File: config.mk
export PLATFORM = sky130hd
export DESIGN_NAME = msi_snoop_coherence_controller
export DESIGN_NICKNAME = d
export VERILOG_FILES = /design/src/rtl/msc_pkg.sv /design/src/rtl/msc_line_store.sv /design/src/rtl/msc_snoop_logic.sv /design/src/rtl/msi_snoop_coherence_controller.sv
export SDC_FILE = /design/constraint.sdc
export NUM_CORES = 1
export LEC_CHECK = 0
export BUFFER_PORTS_ARGS = -buffer_cell sky130_fd_sc_hd__buf_2
export CAP_MARGIN = 10
export CORE_MARGIN = 2
export CORE_UTILIZATION = 50
export DETAILED_ROUTE_END_ITERATION = 12
export GPL_ROUTABILITY_DRIVEN = 0
export PLACE_DENSITY = 0.65
export SKIP_LAST_GASP = 1
export SLEW_MARGIN = 0
export SYNTH_ARGS = -nofsm -noshare
export SYNTH_HDL_FRONTEND = slang
export SYNTH_SLANG_ARGS = --single-unit
File: constraint.sdc
create_clock -name clock -period 7.2 [get_ports clock]
set_clock_uncertainty 0.1 [all_clocks]
set_input_delay 0.72 -clock clock [delete_from_list [all_inputs] [get_ports clock]]
set_output_delay 0.72 -clock clock [all_outputs]
set_load 0.01 [all_outputs]
File: src/rtl/msc_pkg.sv
// Shared codes and types of the MSI snoop controller: line states, bus
// commands, beat kinds and the result record.
// No dependencies.
`default_nettype none

package msc_pkg;

   // Line state codes
   localparam logic [2:0] ST_I  = 3'd0;
   localparam logic [2:0] ST_S  = 3'd1;
   localparam logic [2:0] ST_M  = 3'd2;
   localparam logic [2:0] ST_SM = 3'd3;
   localparam logic [2:0] ST_IM = 3'd4;

   // Bus command codes
   localparam logic [1:0] CMD_INV = 2'd0;
   localparam logic [1:0] CMD_RD  = 2'd1;
   localparam logic [1:0] CMD_RDX = 2'd2;

   // Request beat kinds
   localparam logic [2:0] KIND_INV       = 3'd0;
   localparam logic [2:0] KIND_RD        = 3'd1;
   localparam logic [2:0] KIND_RDX       = 3'd2;
   localparam logic [2:0] KIND_REQUEST   = 3'd3;
   localparam logic [2:0] KIND_STATE_SET = 3'd4;

   localparam int ADDR_BITS     = 32;
   localparam int REQ_DATA_BITS = 40;
   localparam int RSP_DATA_BITS = 48;

   // One result record
   typedef struct packed {
      logic [2:0]           line_state_after;
      logic                 lost_upgrade;
      logic                 ignored;
      logic                 fill_valid;
      logic [ADDR_BITS-1:0] writeback_address;
      logic                 writeback_valid;
      logic [1:0]           command;
      logic                 command_valid;
   } rsp_type;

endpackage

`default_nettype wire

File: src/rtl/msc_line_store.sv
// Line tag/state memory of the snoop controller: one synchronous array with
// registered read, write bypass and a clearing sweep after reset.
// Depends on nothing but its parameters.
`default_nettype none

module msc_line_store #(
   parameter int INDEX_BITS = 6,
   parameter int DATA_BITS  = 25
) (
   input  wire logic                  clock,
   input  wire logic                  reset,
   output logic                       ready,
   input  wire logic                  rd_en,
   input  wire logic [INDEX_BITS-1:0] rd_idx,
   output logic [DATA_BITS-1:0]       rd_data,
   input  wire logic                  wr_en,
   input  wire logic [INDEX_BITS-1:0] wr_idx,
   input  wire logic [DATA_BITS-1:0]  wr_data
);

   localparam int LINES = 1 << INDEX_BITS;

   logic [DATA_BITS-1:0]  mem [LINES];
   logic [DATA_BITS-1:0]  rd_data_ff;
   logic                  clearing_ff, clearing_in;
   logic [INDEX_BITS-1:0] clr_idx_ff, clr_idx_in;

   // Sweep every entry to tag zero, state invalid
   always_comb begin
      clearing_in = clearing_ff;
      clr_idx_in  = clr_idx_ff;
      if (clearing_ff) begin
         clr_idx_in = clr_idx_ff + 1'b1;
         if (clr_idx_ff == {INDEX_BITS{1'b1}}) begin
            clearing_in = 1'b0;
         end
      end
   end

   always_ff @(posedge clock) begin
      if (reset) begin
         clearing_ff <= 1'b1;
         clr_idx_ff  <= '0;
      end else begin
         clearing_ff <= clearing_in;
         clr_idx_ff  <= clr_idx_in;
      end
   end

   // Write port: sweep first, then the controller
   always_ff @(posedge clock) begin
      if (clearing_ff) begin
         mem[clr_idx_ff] <= '0;
      end else if (wr_en) begin
         mem[wr_idx] <= wr_data;
      end
   end

   // Read port: pass the same-cycle write through to keep read-after-write
   always_ff @(posedge clock) begin
      if (rd_en) begin
         if (wr_en && (wr_idx == rd_idx)) begin
            rd_data_ff <= wr_data;
         end else begin
            rd_data_ff <= mem[rd_idx];
         end
      end
   end

   assign ready   = !clearing_ff;
   assign rd_data = rd_data_ff;

endmodule

`default_nettype wire

File: src/rtl/msc_snoop_logic.sv
// Coherence decision of the snoop controller: from one beat and the line's
// stored tag and state, form the result and the line's new tag and state.
// Depends on msc_pkg.
`default_nettype none

module msc_snoop_logic #(
   parameter int INDEX_BITS  = 6,
   parameter int OFFSET_BITS = 4,
   parameter int TAG_BITS    = 22
) (
   input  wire logic [2:0]              kind,
   input  wire logic [31:0]             address,
   input  wire logic                    own,
   input  wire logic                    is_store,
   input  wire logic [2:0]              set_state,
   input  wire logic [TAG_BITS-1:0]     cur_tag,
   input  wire logic [2:0]              cur_state,
   output msc_pkg::rsp_type             rsp,
   output logic [TAG_BITS-1:0]          new_tag,
   output logic [2:0]                   new_state
);

   import msc_pkg::*;

   logic [INDEX_BITS-1:0] idx;
   logic [TAG_BITS-1:0]   tag;
   logic [31:0]           victim_addr;
   logic [31:0]           aligned_addr;

   assign idx          = address[OFFSET_BITS +: INDEX_BITS];
   assign tag          = address[31 -: TAG_BITS];
   assign victim_addr  = {cur_tag, idx, {OFFSET_BITS{1'b0}}};
   assign aligned_addr = {address[31:OFFSET_BITS], {OFFSET_BITS{1'b0}}};

   always_comb begin
      rsp       = '0;
      new_tag   = cur_tag;
      new_state = cur_state;
      priority if (kind == KIND_REQUEST) begin
         // Front-end request: pick the bus command
         rsp.command_valid = 1'b1;
         if (cur_state == ST_SM) begin
            rsp.command = CMD_INV;
         end else if (is_store) begin
            rsp.command = CMD_RDX;
         end else begin
            rsp.command = CMD_RD;
         end
      end else if (kind == KIND_STATE_SET) begin
         new_state = set_state;
      end else if (kind == KIND_INV || kind == KIND_RD || kind == KIND_RDX) begin
         if (own) begin
            // Own broadcast: flush an M victim, refill on reads
            if (cur_state == ST_M) begin
               rsp.writeback_valid   = 1'b1;
               rsp.writeback_address = victim_addr;
            end
            if (kind != KIND_INV) begin
               rsp.fill_valid = 1'b1;
               new_tag        = tag;
            end
         end else if (cur_state == ST_I || cur_tag != tag) begin
            rsp.ignored = 1'b1;
         end else if (kind == KIND_INV) begin
            if (cur_state == ST_SM) begin
               new_state        = ST_IM;
               rsp.lost_upgrade = 1'b1;
            end else begin
               new_state = ST_I;
            end
         end else if (kind == KIND_RD) begin
            if (cur_state == ST_M) begin
               new_state             = ST_S;
               rsp.writeback_valid   = 1'b1;
               rsp.writeback_address = aligned_addr;
            end
         end else begin
            if (cur_state == ST_M) begin
               new_state             = ST_I;
               rsp.writeback_valid   = 1'b1;
               rsp.writeback_address = aligned_addr;
            end else if (cur_state == ST_S) begin
               new_state = ST_I;
            end else if (cur_state == ST_SM) begin
               new_state        = ST_IM;
               rsp.lost_upgrade = 1'b1;
            end
         end
      end else begin
         // Unused kinds: report the state only
      end
      rsp.line_state_after = new_state;
   end

endmodule

`default_nettype wire

File: src/rtl/msi_snoop_coherence_controller.sv
// Top level of the MSI snoop controller: handshakes, the decision stage and
// the output register. Depends on msc_pkg, msc_line_store, msc_snoop_logic.
`default_nettype none

// Per-cache MSI snoop controller of a direct-mapped cache. Each request beat
// (front-end request, front-end state set, or own/foreign INV, BUS_RD,
// BUS_RDX broadcast) yields exactly one response beat. Tag and state of every
// line sit in one synchronous memory: a beat reads its line on acceptance;
// from the registered read the decision is made, and once the output side
// can take the result, the line is written back and the response registered.
// A beat to the same line taken in the cycle of that write sees it through a
// bypass; a new beat is taken every cycle while the response side keeps up.
// After reset the memory is swept clear, one line per cycle, and req_tready
// stays low until the sweep ends.
module msi_snoop_coherence_controller #(
   parameter int INDEX_BITS  = 6,
   parameter int OFFSET_BITS = 4
) (
   input  wire logic                                clock,
   input  wire logic                                reset,
   input  wire logic                                req_tvalid,
   output logic                                     req_tready,
   // tdata, low bit up: address[31:0], own, is_store, set_state[2:0], zero pad
   input  wire logic [msc_pkg::REQ_DATA_BITS-1:0]   req_tdata,
   // tuser: kind[2:0]
   input  wire logic [2:0]                          req_tuser,
   output logic                                     rsp_tvalid,
   input  wire logic                                rsp_tready,
   // tdata, low bit up: command_valid, command[1:0], writeback_valid,
   // writeback_address[31:0], fill_valid, ignored, lost_upgrade,
   // line_state_after[2:0], zero pad
   output logic [msc_pkg::RSP_DATA_BITS-1:0]        rsp_tdata
);

   import msc_pkg::*;

   localparam int TAG_BITS   = ADDR_BITS - OFFSET_BITS - INDEX_BITS;
   localparam int ENTRY_BITS = TAG_BITS + 3;

   logic                  store_ready;
   logic                  accept;
   logic                  finishing;
   logic                  busy_ff, busy_in;
   logic                  rsp_valid_ff, rsp_valid_in;
   rsp_type               rsp_ff, rsp_in;
   logic [2:0]            kind_ff;
   logic [31:0]           addr_ff;
   logic                  own_ff, store_ff;
   logic [2:0]            set_ff;
   logic [ENTRY_BITS-1:0] entry_rd, entry_wr;
   logic [TAG_BITS-1:0]   new_tag;
   logic [2:0]            new_state;

   // Advance when the decision stage can hand its result to the output register
   assign finishing  = busy_ff && (!rsp_valid_ff || rsp_tready);
   assign req_tready = store_ready && (!busy_ff || finishing);
   assign accept     = req_tvalid && req_tready;

   always_comb begin
      busy_in      = accept ? 1'b1 : (finishing ? 1'b0 : busy_ff);
      rsp_valid_in = finishing ? 1'b1 : (rsp_tready ? 1'b0 : rsp_valid_ff);
   end

   always_ff @(posedge clock) begin
      if (reset) begin
         busy_ff      <= 1'b0;
         rsp_valid_ff <= 1'b0;
      end else begin
         busy_ff      <= busy_in;
         rsp_valid_ff <= rsp_valid_in;
      end
   end

   // Hold the accepted beat and the result
   always_ff @(posedge clock) begin
      if (accept) begin
         kind_ff  <= req_tuser;
         addr_ff  <= req_tdata[31:0];
         own_ff   <= req_tdata[32];
         store_ff <= req_tdata[33];
         set_ff   <= req_tdata[36:34];
      end
      if (finishing) begin
         rsp_ff <= rsp_in;
      end
   end

   assign entry_wr = {new_tag, new_state};

   msc_line_store #(
      .INDEX_BITS (INDEX_BITS),
      .DATA_BITS  (ENTRY_BITS)
   ) u_store (
      .clock   (clock),
      .reset   (reset),
      .ready   (store_ready),
      .rd_en   (accept),
      .rd_idx  (req_tdata[OFFSET_BITS +: INDEX_BITS]),
      .rd_data (entry_rd),
      .wr_en   (finishing),
      .wr_idx  (addr_ff[OFFSET_BITS +: INDEX_BITS]),
      .wr_data (entry_wr)
   );

   msc_snoop_logic #(
      .INDEX_BITS  (INDEX_BITS),
      .OFFSET_BITS (OFFSET_BITS),
      .TAG_BITS    (TAG_BITS)
   ) u_logic (
      .kind      (kind_ff),
      .address   (addr_ff),
      .own       (own_ff),
      .is_store  (store_ff),
      .set_state (set_ff),
      .cur_tag   (entry_rd[ENTRY_BITS-1:3]),
      .cur_state (entry_rd[2:0]),
      .rsp       (rsp_in),
      .new_tag   (new_tag),
      .new_state (new_state)
   );

   // Pack the response beat
   assign rsp_tvalid = rsp_valid_ff;
   assign rsp_tdata  = {6'd0, rsp_ff.line_state_after, rsp_ff.lost_upgrade,
                        rsp_ff.ignored, rsp_ff.fill_valid, rsp_ff.writeback_address,
                        rsp_ff.writeback_valid, rsp_ff.command, rsp_ff.command_valid};

endmodule

`default_nettype wire

==> impl_metrics.tcl, run 1 <==
set metrics [dict create \
    die_w_um 368 \
    async_flop_share_pct 0 \
    timing.fmax_mhz 236 \
    hp-start "req_tdata[13]" \
    synth_area_leader_cell "edfxtp_1" \
    start_util_pct 50.4 \
    path_clk_slew_ns 0.07 \
    relSlewSlack_pct 16.1 \
    worstHoldPathType "primary input to flip-flop" \
    pre_cts_ws_ns 2.60 \
    rows 133 \
    pwr-share-seq_pct 53.1 \
    die_h_um 368 \
    pwr-share-clk_pct 43.5 \
    clkLatencyLatePin_ns 0.80 \
    fillers 9448 \
    outcome "finished, final reports clean" \
    maxSlewViolCount 0 \
    tightest_slew_ns 1.26 \
    r2r-start "u_store.clearing_ff$_SDFF_PP1_" \
    wl_per_cell_um 31.3 \
    p_leak_nw 23.4 \
    ys_ff_latch 1708 \
    synth_edf_count 1699 \
    antenna_found_initial 11 \
    p_comb_share_pct 3.3 \
    synthTopCellsByArea "edfxtp_1 (77%), mux4_2 (14%), a22oi_1 (2.2%)" \
    worst_slack_ns 2.95 \
    r2r-end "u_store.mem[32][4]$_DFFE_PP_" \
    clk_path_buf_depth 3 \
    num_vias 33200 \
    slowest_delay_ns 0.98 \
    first_pass_iters 9 \
    crit_slowest_cell "nor3_2" \
    whs_path_depth 1 \
    cp_data_arrival_time_ns 4.59 \
    grt_usage_pct 24.4 \
    critPathKind "flip-flop to flip-flop" \
    fin_crit_ns 4.25 \
    cp_cell_sequence "nor2b_1 -> nand2_2 -> buf_4 -> a21boi_0 -> nand2_1 -> nor3_2 -> buf_4" \
    ir_drop_mv 0.241 \
    syn_area_per_cell_um2 21.3 \
    htree_levels 4 \
    placed_cell_area_um2 69300 \
    maxCapViolations 0 \
    reg2reg_slack_ns 2.95 \
    ys_seq_area_share_pct 77.3 \
    power_switching_mw 4.06 \
    ant_nets 0 \
    die_area_um2 135000 \
    required_ns 7.54 \
    final_hold_viol_count 0 \
    io_pins 97 \
    min_to "addr_ff[13]$_DFFE_PP_" \
    ys.flop_type "edfxtp_1" \
    tns_ns 0 \
    reg2reg_depth 7 \
    setup_violations 0 \
    end_kind "flip-flop" \
    synth_top_area_share_pct 77.0 \
    syn_to_final_growth_pct 13.6 \
    route.detailed.drc 0 \
    grt_pass1_wl_mm 235 \
    ys_types 69 \
    core-area_um2 131000 \
    layout.nets 3383 \
    intPower_mw 16.3 \
    clock_sinks 1708 \
    worstSetupStartpointType "flip-flop" \
    synth_warnings 0 \
    crit_top_cell "buf_4" \
    switching_share_pct 19.9 \
    cts_setup_buffers 0 \
    powerDensity_nw_per_um2 271 \
    grt_pass1_vias 33600 \
    rsz0062_at_grt "false" \
    viasPerCell 6.35 \
    syn_area_um2 66200 \
    cts_buffers 163 \
    drt_iter0_markers 4639 \
    layout-drive-gt1-share_pct 28.3 \
    period_share_pct 59.0 \
    crit_fanout 35 \
    final_cell_area_um2 75300 \
    dpl.hpwl_mm 91.8 \
    synthCells 3109 \
    cts-root-buf "clkbuf_16" \
    port_buffers 79 \
    grt_overflow 0 \
    cts_tree "built" \
    grt_max_degree 96 \
    drt-total-wl_mm 164 \
]
-- worst max path at each step --
| stage | startpoint | end | slack, ns |
|---|---|---|---|
| 2_1_floorplan | rsp_tready | u_store.mem[17][0]$_DFFE_PP_ | 3.05 |
| 3_3_place_gp | req_tdata[4] | u_store.rd_data[0]$_DFFE_PP_ | 2.63 |
| 3_5_place_dp | req_tdata[4] | u_store.rd_data[0]$_DFFE_PP_ | 2.60 |
| 4_1_cts | u_store.clearing_ff$_SDFF_PP1_ | u_store.mem[32][4]$_DFFE_PP_ | 3.03 |
| 5_1_grt | u_store.clearing_ff$_SDFF_PP1_ | u_store.mem[32][4]$_DFFE_PP_ | 2.69 |
| 6_report | u_store.clearing_ff$_SDFF_PP1_ | u_store.mem[32][4]$_DFFE_PP_ | 2.95 |
-- layout make-up --
type | instances | area, µm² | share of cell area [%]
Clock buffer | 189 | 4260 | 5.66
Tap cell | 1755 | 2200 | 2.92
Timing Repair Buffer | 239 | 1770 | 2.35
Clock inverter | 113 | 1340 | 1.78
Antenna cell | 2 | 5.00 | 0.00665
Multi-Input combinational cell | 1210 | 14400 | 19.2
Sequential cell | 1708 | 51200 | 68.0
Inverter | 13 | 51.3 | 0.0682
-- cell usage in the layout (no fill, tap or decap), types with 29 or more instances in the layout --
cell type / n
edfxtp_1: 1699
mux4_2: 400
a22oi_1: 195
clkbuf_16: 167
buf_4: 124
a21oi_1: 111
buf_2: 77
nor2_2: 59
nand2_1: 58
nand3_1: 53
nor3_1: 39
nor2_1: 35
mux2i_1: 34
clkinv_2: 33
clkinv_1: 32
dlygate4sd3_1: 29
-- state kept, by name (all words and copies together) (netlist names) --
signal / count
rsp_tdata: 38
rsp_tvalid: 1
store_ff: 1
u_store.clr_idx_ff: 6
kind_ff: 3
busy_ff: 1
u_store.mem: 1600
set_ff: 3
addr_ff: 28
u_store.rd_data: 25
own_ff: 1
u_store.clearing_ff: 1
-- cells in the mapped netlist, types with 7 or more instances --
master and instances:
buf_2 42, edfxtp_1 1699, a211oi_1 20, nor2_1 117, a22oi_1 195, or3_1 7, a21boi_1 12, mux2i_1 34
mux4_2 400, nand2_1 59, nor3_1 45, buf_4 40, buf_1 12, and2_1 12, xor2_1 23, a21oi_1 111
nand3_1 53, buf_6 11, mux2_2 9, dfxtp_1 9, clkbuf_1 81, inv_1 11, and3_1 7, nor4_1 8
nand2b_1 7
-- per-layer routing --
metal / global-route usage [%] / wire length [µm]
met3: 5.22 / 15600
met2: 38.3 / 78200
met4: 8.92 / 5770
met1: 33.9 / 64100
met5: 0 / 34
-- worst max-delay path, delay by kind of cell (launching register included) --
family / cells / cell delay [ns]
flip-flops: 1 / 0.46
AO/OA/AOI/OAI: 1 / 0.60
AND/OR/NAND/NOR: 4 / 1.81
buffers and inverters: 2 / 0.88
-- kinds of logic (layout without fill, tap and decap cells) --
logic type | count (synthesis) | in the layout | synth area share, %
multiplexers | 444 | 444 | 14.3
AO/OA/AOI/OAI | 381 | 381 | 3.96
other | 1 | 12 | 0.00566
flip-flops | 1708 | 1708 | 77.3
XOR/XNOR | 29 | 29 | 0.383
AND/OR/NAND/NOR | 345 | 345 | 2.48
adder cells (fa/ha/maj) | 1 | 1 | 0.0189
buffers and inverters | 200 | 554 | 1.57
-- power by group through the flow --
stage / clock, mW / sequential [mW] / combinational [mW]
2_1_floorplan: 0 / 11.0 / 0.446
5_1_grt: 9.36 / 10.8 / 0.717
6_report: 8.88 / 10.8 / 0.681
3_5_place_dp: 0 / 11.1 / 0.664
3_3_place_gp: 0 / 11.0 / 0.655
4_1_cts: 9.00 / 10.8 / 0.679
-- through the flow --
step	total power, mW	hold WS (ns)	utilization (%)	instances
floorplan	11.5	0.390	-	3118
global placement	11.7	0.427	52.7	4895
detailed placement	11.7	0.456	52.7	4895
CTS	20.5	0.0285	57.2	5226
global route	20.9	0.0403	57.2	5228
finish	20.4	0.0756	57.2	5229
-- timing repair --
| action | in CTS | in global routing |
|---|---|---|
| endpoints found under the setup margin | 0 | 0 |
| gates resized for setup | 0 | 0 |
| hold buffers | 29 | 0 |
| endpoints found under the hold margin | 29 | 0 |
No activity file was read; power rests on OpenSTA's default activity.
==> run 2: changes to the inputs <==
clock period = 4.1 ns   (was 7.2 ns; I/O delays follow)
==> impl_metrics.tcl, run 2 (synthesized netlist as in run 1, its figures left out) <==
set metrics [dict create \
    outcome "finished, final reports clean" \
    final_hold_viol_count 0 \
    worstSetupStartpointType "flip-flop" \
    layout-drive-gt1-share_pct 28.8 \
    timing.fmax_mhz 280 \
    die_area_um2 135000 \
    top_register "u_store.mem" \
    cts-root-buf "clkbuf_16" \
    cp_data_arrival_time_ns 3.89 \
    powerDensity_nw_per_um2 465 \
    rsz0062_at_grt "false" \
    antenna_found_initial 5 \
    grt_pass1_vias 33900 \
    maxCapViolations 0 \
    layout_common_cells "edfxtp_1 (1699), mux4_2 (400), a22oi_1 (195), clkbuf_16 (171), buf_4 (166)" \
    final_common_cell "edfxtp_1" \
    required_ns 4.42 \
    wl_per_cell_um 31.2 \
    cp.depth 6 \
    critPathBufInv 1 \
    cp_cell_sequence "nor2b_1 -> nand2_2 -> a21boi_0 -> nand3_1 -> nor3_2 -> buf_4" \
    layout.nets 3448 \
    start_util_pct 50.4 \
    largest_register_ffs 1600 \
    die_h_um 368 \
    port_buffers 79 \
    clock_sinks 1708 \
    fin_crit_ns 3.58 \
    fillers 9450 \
    grt_overflow 0 \
    whs_path_depth 2 \
    syn_to_final_growth_pct 14.2 \
    drt_iter0_markers 4422 \
    cts_buffers 165 \
    clk_path_buf_depth 3 \
    maxSlewViolCount 0 \
    drt-total-wl_mm 165 \
    grt_max_degree 67 \
    io_pins 97 \
    clkLatencyLatePin_ns 0.80 \
    period_share_pct 87.2 \
    first_pass_iters 8 \
    worstHoldPathType "primary input to flip-flop" \
    num_vias 33500 \
    viasPerCell 6.33 \
    ir_drop_mv 0.426 \
    htree_levels 4 \
    relSlewSlack_pct 19.8 \
    core-area_um2 131000 \
    ant_nets 0 \
    cts_setup_buffers 0 \
    tns_ns 0 \
    rows 133 \
    crit_slowest_cell "a21boi_0" \
    route.detailed.drc 0 \
    grt_usage_pct 24.5 \
    reg2reg_depth 6 \
    cts_resized 0 \
    crit_fanout 25 \
    die_w_um 368 \
    p_leak_nw 23.6 \
    hold_buffers 33 \
    dpl.hpwl_mm 95.9 \
    crit_family "simple AND/OR/NAND/NOR gates" \
    path_clk_slew_ns 0.07 \
    critPathKind "flip-flop to flip-flop" \
    slowest_delay_ns 0.67 \
    end_kind "flip-flop" \
    grt_pass1_wl_mm 237 \
    cts_tree "built" \
    tightest_slew_ns 1.20 \
    setup_violations 0 \
    p_total_mw 35.2 \
]
## run 2: cell count changes in the layout (fill, tap and decap cells not counted), sizes merged
cell         previous run  this run
bufinv                 28        14
clkinv                 75        74
clkbuf                189       206
clkinvlp                5         2
buf                   210       269
dlygate4sd3            29        33
## run 2: path summary, 6_finish.rpt
kind                             startpoint  slack, ns                           end
min reg2reg              store_ff$_DFFE_PP_       0.48    rsp_tdata[1]$_SDFFCE_PP0P_
max reg2reg  u_store.clearing_ff$_SDFF_PP1_       0.52  u_store.mem[52][7]$_DFFE_PP_
min                            req_tdata[7]       0.09          addr_ff[7]$_DFFE_PP_
max          u_store.clearing_ff$_SDFF_PP1_       0.52  u_store.mem[52][7]$_DFFE_PP_
## run 2: metal layers
metal,up-vias,part of all wire [%],track usage (%)
met4,4,3.4,9.11
met2,1881,48,38.5
met5,-,0.11,0.926
li1,13700,-,-
met3,271,9.6,5.24
met1,17700,39,34.0
## run 2: area by class of cell
class	count	area (µm²)	area share, %
repair buffers	302	2470	3.27
diodes	2	5.00	0.00662
inverters	13	51.3	0.0678
clock buffers	206	4410	5.83
well taps	1755	2200	2.90
flip-flops and latches	1708	51200	67.7
clock inverters	95	862	1.14
multi-input cells	1210	14400	19.1
## run 2: stage by stage
stage | std cells | setup WS (ns) | area, µm² | util [%] | hold WS, ns
3_3_place_gp | 4955 | 0.482 | 70000 | 53.3 | 0.423
2_1_floorplan | 3118 | 0.263 | 66300 | - | 0.390
4_1_cts | 5289 | 0.656 | 75600 | 57.5 | 0.0322
5_1_grt | 5290 | 0.382 | 75600 | 57.5 | 0.0623
6_report | 5291 | 0.524 | 75600 | 57.5 | 0.0864
3_5_place_dp | 4955 | 0.474 | 70000 | 53.3 | 0.455
## run 2: power breakdown
part	internal, mW	leakage (nW)	switching, mW	total (mW)
Combinational	0.491	5.44	0.766	1.26
Sequential	19.0	15.6	0.0226	19.0
Clock	8.51	2.58	6.35	14.9
Total	28.0	23.6	7.14	35.2
